### src/rtl/sjf_pkg.sv
// Package for the shortest-job-first scheduler: widths, payload types, sweep token, states.
package sjf_pkg;

  localparam int MAX_JOBS_DEF = 16;
  localparam int TIME_W       = 16;
  localparam int SLOT_OUT_W   = 4;

  localparam logic [TIME_W-1:0] TIME_MAX = {TIME_W{1'b1}};

  // Request codes
  localparam logic REQ_LOAD = 1'b0;
  localparam logic REQ_TICK = 1'b1;

  typedef struct packed {
    logic              req_type;
    logic [TIME_W-1:0] arrival_time;
    logic [TIME_W-1:0] burst_time;
  } req_t;

  typedef struct packed {
    logic [TIME_W-1:0]     current_time;
    logic                  running_valid;
    logic [SLOT_OUT_W-1:0] running_slot;
    logic                  started;
    logic [TIME_W-1:0]     response_time;
    logic                  finished;
    logic [SLOT_OUT_W-1:0] finished_slot;
    logic [TIME_W-1:0]     completion_time;
    logic [TIME_W-1:0]     turnaround_time;
    logic [TIME_W-1:0]     waiting_time;
    logic                  all_done;
  } res_t;

  // Token passed cell to cell during a sweep (slot numbers travel beside it)
  typedef struct packed {
    logic [TIME_W-1:0] cur_arr;
    logic [TIME_W-1:0] cur_burst;
    logic [TIME_W-1:0] cur_rem;
    logic              any_pend;
    logic              arr_found;
    logic [TIME_W-1:0] arr_rem;
    logic [TIME_W-1:0] arr_arr;
    logic              arr_started;
    logic              earl_found;
    logic [TIME_W-1:0] earl;
    logic [TIME_W-1:0] earl_rem;
    logic              earl_started;
  } sweep_t;

  // Broadcast commands from the controller to the cells
  typedef struct packed {
    logic              load;
    logic              dec;
    logic              mark;
    logic [TIME_W-1:0] arrival;
    logic [TIME_W-1:0] burst;
  } cell_ctrl_t;

  typedef enum logic [2:0] {
    ST_IDLE,
    ST_DEC,
    ST_LAUNCH,
    ST_SWEEP,
    ST_DONE
  } state_e;

endpackage

### src/rtl/sjf_cell.sv
// One job slot of the scheduler chain: holds the job and folds it into the passing token.
module sjf_cell import sjf_pkg::*; #(
  parameter int MAX_JOBS = MAX_JOBS_DEF,
  parameter int IDX      = 0,
  localparam int SLOT_W  = $clog2(MAX_JOBS),
  localparam int CNT_W   = $clog2(MAX_JOBS + 1)
) (
  input  logic              clk_i,
  input  logic              rst_ni,
  input  cell_ctrl_t        ctrl_i,
  input  logic [SLOT_W-1:0] ctrl_slot_i,
  input  logic [CNT_W-1:0]  job_cnt_i,
  input  logic [TIME_W-1:0] time_i,
  input  logic              tok_vld_i,
  input  sweep_t            tok_i,
  input  logic [SLOT_W-1:0] arr_slot_i,
  input  logic [SLOT_W-1:0] earl_slot_i,
  output logic              tok_vld_o,
  output sweep_t            tok_o,
  output logic [SLOT_W-1:0] arr_slot_o,
  output logic [SLOT_W-1:0] earl_slot_o
);

  logic [TIME_W-1:0] arr_q, burst_q, rem_q;
  logic              started_q;
  logic              hit, loaded, pend;
  sweep_t            tok_d;
  logic [SLOT_W-1:0] arr_slot_d, earl_slot_d;
  logic              tok_vld_q;
  sweep_t            tok_q;
  logic [SLOT_W-1:0] arr_slot_q, earl_slot_q;

  assign hit    = (ctrl_slot_i == SLOT_W'(IDX));
  assign loaded = (CNT_W'(IDX) < job_cnt_i);
  assign pend   = loaded && (rem_q != '0);

  // Job entry
  always_ff @(posedge clk_i) begin
    if (ctrl_i.load && hit) begin
      arr_q   <= ctrl_i.arrival;
      burst_q <= ctrl_i.burst;
      rem_q   <= ctrl_i.burst;
    end else if (ctrl_i.dec && hit && rem_q != '0) begin
      rem_q <= rem_q - 1'b1;
    end
  end

  // First-dispatch flag
  always_ff @(posedge clk_i or negedge rst_ni) begin
    if (!rst_ni) begin
      started_q <= 1'b0;
    end else if (ctrl_i.load && hit) begin
      started_q <= 1'b0;
    end else if (ctrl_i.mark && hit) begin
      started_q <= 1'b1;
    end
  end

  // Fold this slot into the token
  always_comb begin
    tok_d       = tok_i;
    arr_slot_d  = arr_slot_i;
    earl_slot_d = earl_slot_i;
    if (hit) begin
      tok_d.cur_arr   = arr_q;
      tok_d.cur_burst = burst_q;
      tok_d.cur_rem   = rem_q;
    end
    if (pend) begin
      tok_d.any_pend = 1'b1;
      // least remaining among arrived jobs, lower slot wins ties
      if (arr_q <= time_i && (!tok_i.arr_found || rem_q < tok_i.arr_rem)) begin
        tok_d.arr_found   = 1'b1;
        tok_d.arr_rem     = rem_q;
        tok_d.arr_arr     = arr_q;
        tok_d.arr_started = started_q;
        arr_slot_d        = SLOT_W'(IDX);
      end
      // least remaining among jobs at the earliest pending arrival
      if (!tok_i.earl_found || arr_q < tok_i.earl ||
          (arr_q == tok_i.earl && rem_q < tok_i.earl_rem)) begin
        tok_d.earl_found   = 1'b1;
        tok_d.earl         = arr_q;
        tok_d.earl_rem     = rem_q;
        tok_d.earl_started = started_q;
        earl_slot_d        = SLOT_W'(IDX);
      end
    end
  end

  // Token stage
  always_ff @(posedge clk_i or negedge rst_ni) begin
    if (!rst_ni) begin
      tok_vld_q <= 1'b0;
    end else begin
      tok_vld_q <= tok_vld_i;
    end
  end

  always_ff @(posedge clk_i) begin
    tok_q       <= tok_d;
    arr_slot_q  <= arr_slot_d;
    earl_slot_q <= earl_slot_d;
  end

  assign tok_vld_o   = tok_vld_q;
  assign tok_o       = tok_q;
  assign arr_slot_o  = arr_slot_q;
  assign earl_slot_o = earl_slot_q;

endmodule

### config.mk
export PLATFORM = sky130hd
export DESIGN_NAME = sjf_cell
export DESIGN_NICKNAME = d
export VERILOG_FILES = /design/src/rtl/sjf_pkg.sv /design/src/rtl/sjf_cell.sv
export SDC_FILE = /design/constraint.sdc
export NUM_CORES = 1
export LEC_CHECK = 0
export BUFFER_PORTS_ARGS = -buffer_cell sky130_fd_sc_hd__buf_4
export CAP_MARGIN = 20
export CORE_MARGIN = 2
export CORE_UTILIZATION = 30
export DETAILED_ROUTE_END_ITERATION = 16
export PLACE_DENSITY = 0.52
export SLEW_MARGIN = 20
export SYNTH_ARGS = -nofsm -noshare
export SYNTH_HDL_FRONTEND = slang
export SYNTH_SLANG_ARGS = --single-unit
### constraint.sdc
create_clock -name clk_i -period 4.09 [get_ports clk_i]
set_clock_uncertainty 0.1 [all_clocks]
set_input_delay 0.2045 -clock clk_i [delete_from_list [all_inputs] [get_ports clk_i]]
set_output_delay 0.2045 -clock clk_i [all_outputs]
set_load 0.05 [all_outputs]
**After elaboration in Yosys (flattened, before gate mapping)**

Cells that the tools add are included.

- Add/subtract/negate cells: 1
- Magnitude comparators: 5
- Eq/ne operators: 1
- Muxes and demuxes: 12
- Reduce and logical (&&, ||, !) cells: 16

Operators with widths:

| kind | count |
|---|---|
| 34-bit 2-to-1 mux | 2 |
| 68-bit 2-to-1 mux | 1 |
| 16-bit < comparator | 3 |
| 48-bit 2-to-1 mux | 1 |
| 16-bit 2-to-1 mux | 2 |
| 16-bit equality test | 1 |
| 16-bit <= comparator | 1 |
| 4-bit 2-to-1 mux | 4 |
| 16-bit nonzero test | 1 |
| 16-bit by 1-bit subtractor with 16-bit output, second input constant | 1 |
| 1-bit logical AND | 7 |
| 1-bit by 5-bit < comparator with 1-bit output, first input constant | 1 |
| 4-bit logical NOT | 1 |
| 2-bit nonzero test | 2 |
| 1-bit logical OR | 3 |
| 1-bit logical NOT | 2 |
| 1-bit 2-to-1 mux | 2 |

- Register bits: 175
- Input bits: 188
- Output and inout bits: 126
- Word-level logic and storage cells: 54

**Longest topological paths before layout**

Gate-level depths: netlist of run 1.

- Depth after elaboration: 5
- Gate-level depth with buffers: 10
- Gate-level depth less buffers: 9

**Worst setup path before layout of run 1**

Ideal clock, no wire load.

- Path type: input -> register
- Start: in ctrl_slot_i[1]
- End: reg rem_q[0], data pin
- Setup time: 0.314 ns
- Data arrival time: 2.338 ns
- Required time: 3.676 ns
- Setup slack: 1.339 ns
- Stages on the path: 5
- Path buffers: 2
- Path through: nor4_1 > and2_0 > clkbuf_1 > clkbuf_1 > o21ai_0

- Word-level cells in the longest chain between the ends: 3

RTL lines:

| element | RTL line | text |
|---|---|---|
| start: declaration | sjf_cell.sv:11 | `input logic [SLOT_W-1:0] ctrl_slot_i,` |
| 4-bit logical NOT | sjf_cell.sv:33 | `assign hit = (ctrl_slot_i == SLOT_W'(IDX));` |
| 1-bit logical AND | sjf_cell.sv:39 | `if (ctrl_i.load && hit) begin` |
| 16-bit 2-to-1 mux | sjf_cell.sv:39 |  |
| end signal: assignment | sjf_cell.sv:42 | `rem_q <= ctrl_i.burst;` |
| end signal: assignment | sjf_cell.sv:44 | `rem_q <= rem_q - 1'b1;` |
| end: declaration | sjf_cell.sv:24 | `logic [TIME_W-1:0] arr_q, burst_q, rem_q;` |

Every way passes these cells.
A chain may end at the register's enable or synchronous reset.

==> flow_summary_export.csv, run 1 <==
group,metric,value,unit
run_status,outcome,"finished, final reports clean",
place,gp_congestion,0.7744,
place,io_buffers,313,
routing,ant_nets,0,
routing,avgViaCountPerCell,4.402,
critical_path,timing.rr.start,"rem_q[0]",
critical_path,path_max_fanout,37,
clock_tree,post_cts_buffers,0,
logic_synthesis,yosys_register_bits,175,
floorplan,core.rowCount,57,
critical_path,r2r_setup_slack,900,ps
logic_synthesis,synthTopCellsByArea,"dfxtp_1 (34%), edfxtp_1 (19%), mux2_2 (14%), ha_1 (11%), inv_1 (3.3%)",
sta,period_share,0.7812,
floorplan,start_util,0.3058,
critical_path,rr_worst_depth,10,
finish,multi_input_area,3147,µm²
sta,report.final.slew_viol_count,0,
logic_synthesis,ys_warn_count,0,
finish,area_growth,66.44,%
pwr,power_per_cell_area,364.2,nW/µm²
floorplan,num_io_pins,314,
clock_tree,cts_tree,"built",
routing,wl,24.39,mm
sta,hold_viol,0,
sta,tns,0,ps
sta,rsz0062_at_grt,"false",
sta,timing.fmax,313.0,MHz
routing,drtPass1Iterations,4,
logic_synthesis,syn_area,7460,µm²
logic_synthesis,synth_flop_cell,"dfxtp_1",
routing,vias,6321,
clock_tree,clk_pin_slew_worst_paths,70,ps
place,hpwlAfterDp,17.48,mm
hold_path,min_path_type,"in2reg",
critical_path,crit_start,"rem_q[0]",
logic_synthesis,async_reset_ff_frac,0.01143,
critical_path,critical_path_class,"reg2reg",
finish,final_cell_mix,"buf_4 (319), dlygate4sd3_1 (163), dfxtp_1 (125), mux2_2 (93), inv_1 (66)",
clock_tree,insertion_delay,420,ps
clock_tree,htree_levels,4,
finish,drive_gt1_frac,0.4083,
global_routing,grt_max_degree,66,
finish,final_common_cell,"buf_4",
pwr,cellLeakagePower,0.005567,µW
finish,n_antenna_cell,0,
logic_synthesis,synth_top_area_share,0.3355,
routing,wl_per_cell,16.99,µm
global_routing,antenna_found_initial,0,
clock_tree,cts-resized-gates,0,
critical_path,crit_end,"tok_o[5]",
clock_tree,cts-buffers-inserted,17,
critical_path,r2r-end,"tok_o[5]",
logic_synthesis,ys_seq_area_frac,0.5354,
sta,worst_pin_slew,894.5,ps
clock_tree,cts-root-buf,"clkbuf_16",
floorplan,dieArea,26140,µm²
logic_synthesis,synth_edf_count,48,
finish,final_nets,1350,
critical_path,worstSetupEndpointType,"flip-flop",
logic_synthesis,synth_fp_nets,863,
floorplan,dieHeight,161.7,µm
routing,initialDrtViolationCount,243,
global_routing,grt_pass1_vias,6897,
logic_synthesis,synth_cell_types,44,
global_routing,grt_overflow,0,
logic_synthesis,yosys.area.top_type,"dfxtp_1",
critical_path,required,4300,ps
sta,relSlewSlack,0.4010,
finish,seqCellArea,3994,µm²
clock_tree,cts_hold_buf,163,
sta,period_needed,3195,ps
critical_path,startpoint_type,"flip-flop",
job,cap_violations,0,
logic_synthesis,synth_cells,612,
global_routing,grt_pass1_wl,37.28,mm
clock_tree,cts.sinks,175,
floorplan,core_area,24390,µm²
global_routing,track_usage,0.1861,
clock_tree,cts_buffer_depth,2,
sta,holdWs,335.7,ps
pwr,max-vdd-ir-drop,183.5,µV
critical_path,crit_arrival,3410,ps
routing,drcViolationCount,0,
finish,fillers,2232,
logic_synthesis,synth.avg_cell_area,12.19,µm²
floorplan,die_w,161.7,µm
sta,setup_viol,0,
## registers in the layout (all words and copies together), names as in the netlist
name,count
earl_slot_o,4
started_q,1
tok_vld_o,1
arr_q,16
burst_q,16
tok_o,117
arr_slot_o,4
rem_q,16
## synthesized netlist by cell type, types with 2 or more instances
library cell  count
dfxtp_1         125
mux2_2           93
inv_1            66
ha_1             63
edfxtp_1         48
nand2_1          30
o21ai_0          27
a21oi_1          26
mux2_1           19
nand4_1          12
clkbuf_1          9
and2_1            8
nor2_1            8
xnor2_1           8
nor2b_1           6
xor2_1            6
nand3_1           5
nor3_1            4
or4_1             4
a21o_1            3
buf_4             3
buf_6             3
nand2b_1          3
nor4_1            3
o211ai_1          3
a2111oi_0         2
a211oi_1          2
and3_1            2
dfrtp_1           2
mux2i_1           2
nand3b_1          2
nor3b_1           2
o21ai_2           2
## logic make-up (layout without fill, tap and decap cells)
logic type	count (synthesis)	in the layout	synth area share
adders and majority gates	63	63	0.1057
buffers and inverters	81	581	0.04529
and+or+nand+nor	93	93	0.06743
DFF	175	175	0.5354
muxes	114	114	0.1718
xor gates and xnor gates	14	14	0.01644
AOI/OAI and AO/OA	72	72	0.05803
## through the flow
stage	util	setup slack [ps]	std cells	total power, µW	cell area [µm²]
after floorplan	-	1339	612	2471	7460
after global placement	0.4185	934.6	1241	2829	10210
after detailed placement	0.4185	864.4	1241	2830	10210
after CTS	0.5090	837.4	1436	4585	12420
after global routing	0.5090	516.1	1436	4707	12420
final	0.5090	895.0	1436	4521	12420
## layout make-up
type / count / area share
Clock buffer: 19 / 0.03648
Clock inverter: 13 / 0.009876
Inverter: 66 / 0.01995
Multi-Input combinational cell: 356 / 0.2535
Sequential cell: 175 / 0.3217
Tap cell: 324 / 0.03265
Timing Repair Buffer: 483 / 0.3259
## critical path: stages (launching register included)
cell	delay, ps
edfxtp_1	490
inv_1	110
ha_1	170
nor3b_1	290
nor2b_1	390
nand4b_1	200
o21ai_2	180
a211oi_1	140
a21oi_4	120
buf_4	470
mux2_2	390
## routing by layer
layer	vias to the layer above	routed length (µm)	global-route usage	share of wire
met3	20	1415	0.03779	0.058
met1	2944	10470	0.2254	0.43
li1	3131	-	-	-
met5	-	0	0	0
met2	226	12110	0.3333	0.50
met4	0	398	0.05591	0.016
## power breakdown
group	switching (µW)	internal [µW]	total, µW
sequential	40.3	1880	1920
clock	766	838	1600
combinational	546	453	999
## worst min path at each step
stage                    from         to  cells after the start
floorplan              rst_ni  started_q                      0
global placement       rst_ni  tok_vld_o                      1
detailed placement     rst_ni  tok_vld_o                      1
CTS                 tok_vld_i  tok_vld_o                      2
global route        tok_vld_i  tok_vld_o                      2
finish              tok_vld_i  tok_vld_o                      2
(Power assumes the default switching activity.)
==> run 2: changes to the inputs <==
Clock period 4.09 ns to 3 ns, I/O delays scaled along.
==> run 2 against run 1 <==
Effect of this change: maximum frequency rose by 14%; clock-buffer cell count fell by 1; highest routed layer unchanged; setup slack got worse by 700 ps; critical path depth fell by 2; register-to-register slack got worse by 700 ps; total power rose by 36%; sequential cell count did not move.
==> flow_summary_export.csv, run 2 (synthesis results as in run 1) <==
group,metric,value,unit
finish,final_common_cell,"buf_4",
floorplan,core.rowCount,57,
clock_tree,post_cts_buffers,0,
global_routing,grt_pass1_vias,6836,
critical_path,crit_arrival,3020,ps
pwr,power_per_cell_area,487.1,nW/µm²
finish,seqCellArea,3994,µm²
global_routing,antenna_found_initial,0,
place,io_buffers,313,
routing,vias,6355,
sta,hold_viol,0,
finish,finish.utilization,0.5170,
sta,timing.fmax,356.5,MHz
floorplan,dieHeight,161.7,µm
routing,drtPass1Iterations,4,
critical_path,required,3210,ps
clock_tree,cts_buffer_depth,2,
pwr,max-vdd-ir-drop,290.7,µV
place,dp.cells,1262,
pwr,cellLeakagePower,0.005676,µW
routing,ant_nets,0,
floorplan,num_io_pins,314,
clock_tree,clk_pin_slew_worst_paths,70,ps
clock_tree,cts.sinks,175,
finish,area_growth,69.04,%
critical_path,path_max_fanout,21,
global_routing,met3_usage,0.04852,
global_routing,grt_overflow,0,
sta,rsz0062_at_grt,"false",
sta,worst_pin_slew,936.7,ps
place,gp_congestion,0.7830,
floorplan,start_util,0.3058,
finish,largest_reg_flops,117,
sta,period_share,0.9351,
sta,setup_viol,0,
critical_path,path_cells,"or4_1 > nor4_4 > nand4b_1 > o21ai_2 > a31oi_2 > a21oi_4 > buf_12 > mux2_2",
clock_tree,insertion_delay,430,ps
routing,wl,24.48,mm
finish,final_area,12610,µm²
floorplan,dieArea,26140,µm²
finish,final_nets,1371,
finish,multi_input_area,3152,µm²
hold_path,min_path_type,"in2reg",
critical_path,startpoint_type,"flip-flop",
routing,avgViaCountPerCell,4.362,
clock_tree,htree_levels,4,
finish,final_cell_mix,"buf_4 (336), dlygate4sd3_1 (163), dfxtp_1 (125), mux2_2 (93), inv_1 (66)",
clock_tree,cts-root-buf,"clkbuf_16",
critical_path,critical_path.slowest_cell,"or4_1",
sta,period_needed,2805,ps
sta,relSlewSlack,0.3727,
global_routing,grt_max_degree,36,
floorplan,die_w,161.7,µm
run_status,outcome,"finished, final reports clean",
finish,n_antenna_cell,0,
critical_path,worstSetupEndpointType,"flip-flop",
global_routing,track_usage,0.1877,
routing,initialDrtViolationCount,246,
routing,drcViolationCount,0,
sta,tns,0,ps
place,place_area,10420,µm²
job,cap_violations,0,
critical_path,critical_path_class,"reg2reg",
finish,fillers,2241,
sta,report.final.slew_viol_count,0,
global_routing,grt_pass1_wl,37.49,mm
sta,holdWs,181.4,ps
routing,wl_per_cell,16.80,µm
place,hpwlAfterDp,18.21,mm
floorplan,core_area,24390,µm²
finish,drive_gt1_frac,0.4192,
critical_path,slowest_delay,640,ps
global_routing,use_met2,0.3329,
global_routing,gr-usage-met1,0.2293,
clock_tree,cts-buffers-inserted,17,
clock_tree,cts_tree,"built",
finish,finalNonFillerCells,1457,
global_routing,busiest_layer,"met2",
run 2: final cells by class:
cell class	count	share of cell area
clock buffers	18	0.03403
clock inverters	14	0.01012
inverters	66	0.01965
multi-input cells	356	0.2500
flip-flops and latches	175	0.3167
well taps	324	0.03215
repair buffers	504	0.3374
run 2: worst paths after layout:
| path | start | end | slack, ps | cells after the start |
|---|---|---|---|---|
| setup reg to reg | rem_q[7] | tok_o[6] | 190 | 8 |
| min in group asynchronous | rst_ni | started_q | 500 | 3 |
| max in group asynchronous | rst_ni | tok_vld_o | 2180 | 3 |
| hold reg to reg | burst_q[13] | tok_o[98] | 370 | 1 |
| hold / removal | ctrl_i[34] | started_q | 180 | 3 |
| setup / recovery | rem_q[7] | tok_o[6] | 190 | 8 |
run 2: repair_timing:
item,4_1_cts,5_1_grt
hold buffers,163,0
gates resized for setup,0,1
endpoints found under the setup margin,0,4
endpoints found under the hold margin,177,0
run 2: power breakdown:
group	switching, µW	internal [µW]	total (µW)
combinational	749	637	1390
sequential	49.5	2560	2610
clock	1050	1100	2150
run 2: worst max-delay path: cells and delay by family (launching register included):
kind	cells	cell delay, ps
simple gates	3	1060
flops	1	430
buf+inv	1	210
mux	1	350
compound gates	3	540
run 2: metrics by stage:
stage / setup WS [ps] / power, µW
2_1_floorplan: 303.1 / 3368
3_3_place_gp: 150.0 / 3878
3_5_place_dp: 151.8 / 3880
4_1_cts: 119.3 / 6228
5_1_grt: 12.25 / 6416
6_report: 194.7 / 6142
run 2: per-layer routing:
layer	routed length [µm]	up-vias
li1	-	3174
met1	10640	2955
met2	12110	213
met3	1527	13
met4	201	0
met5	0	-
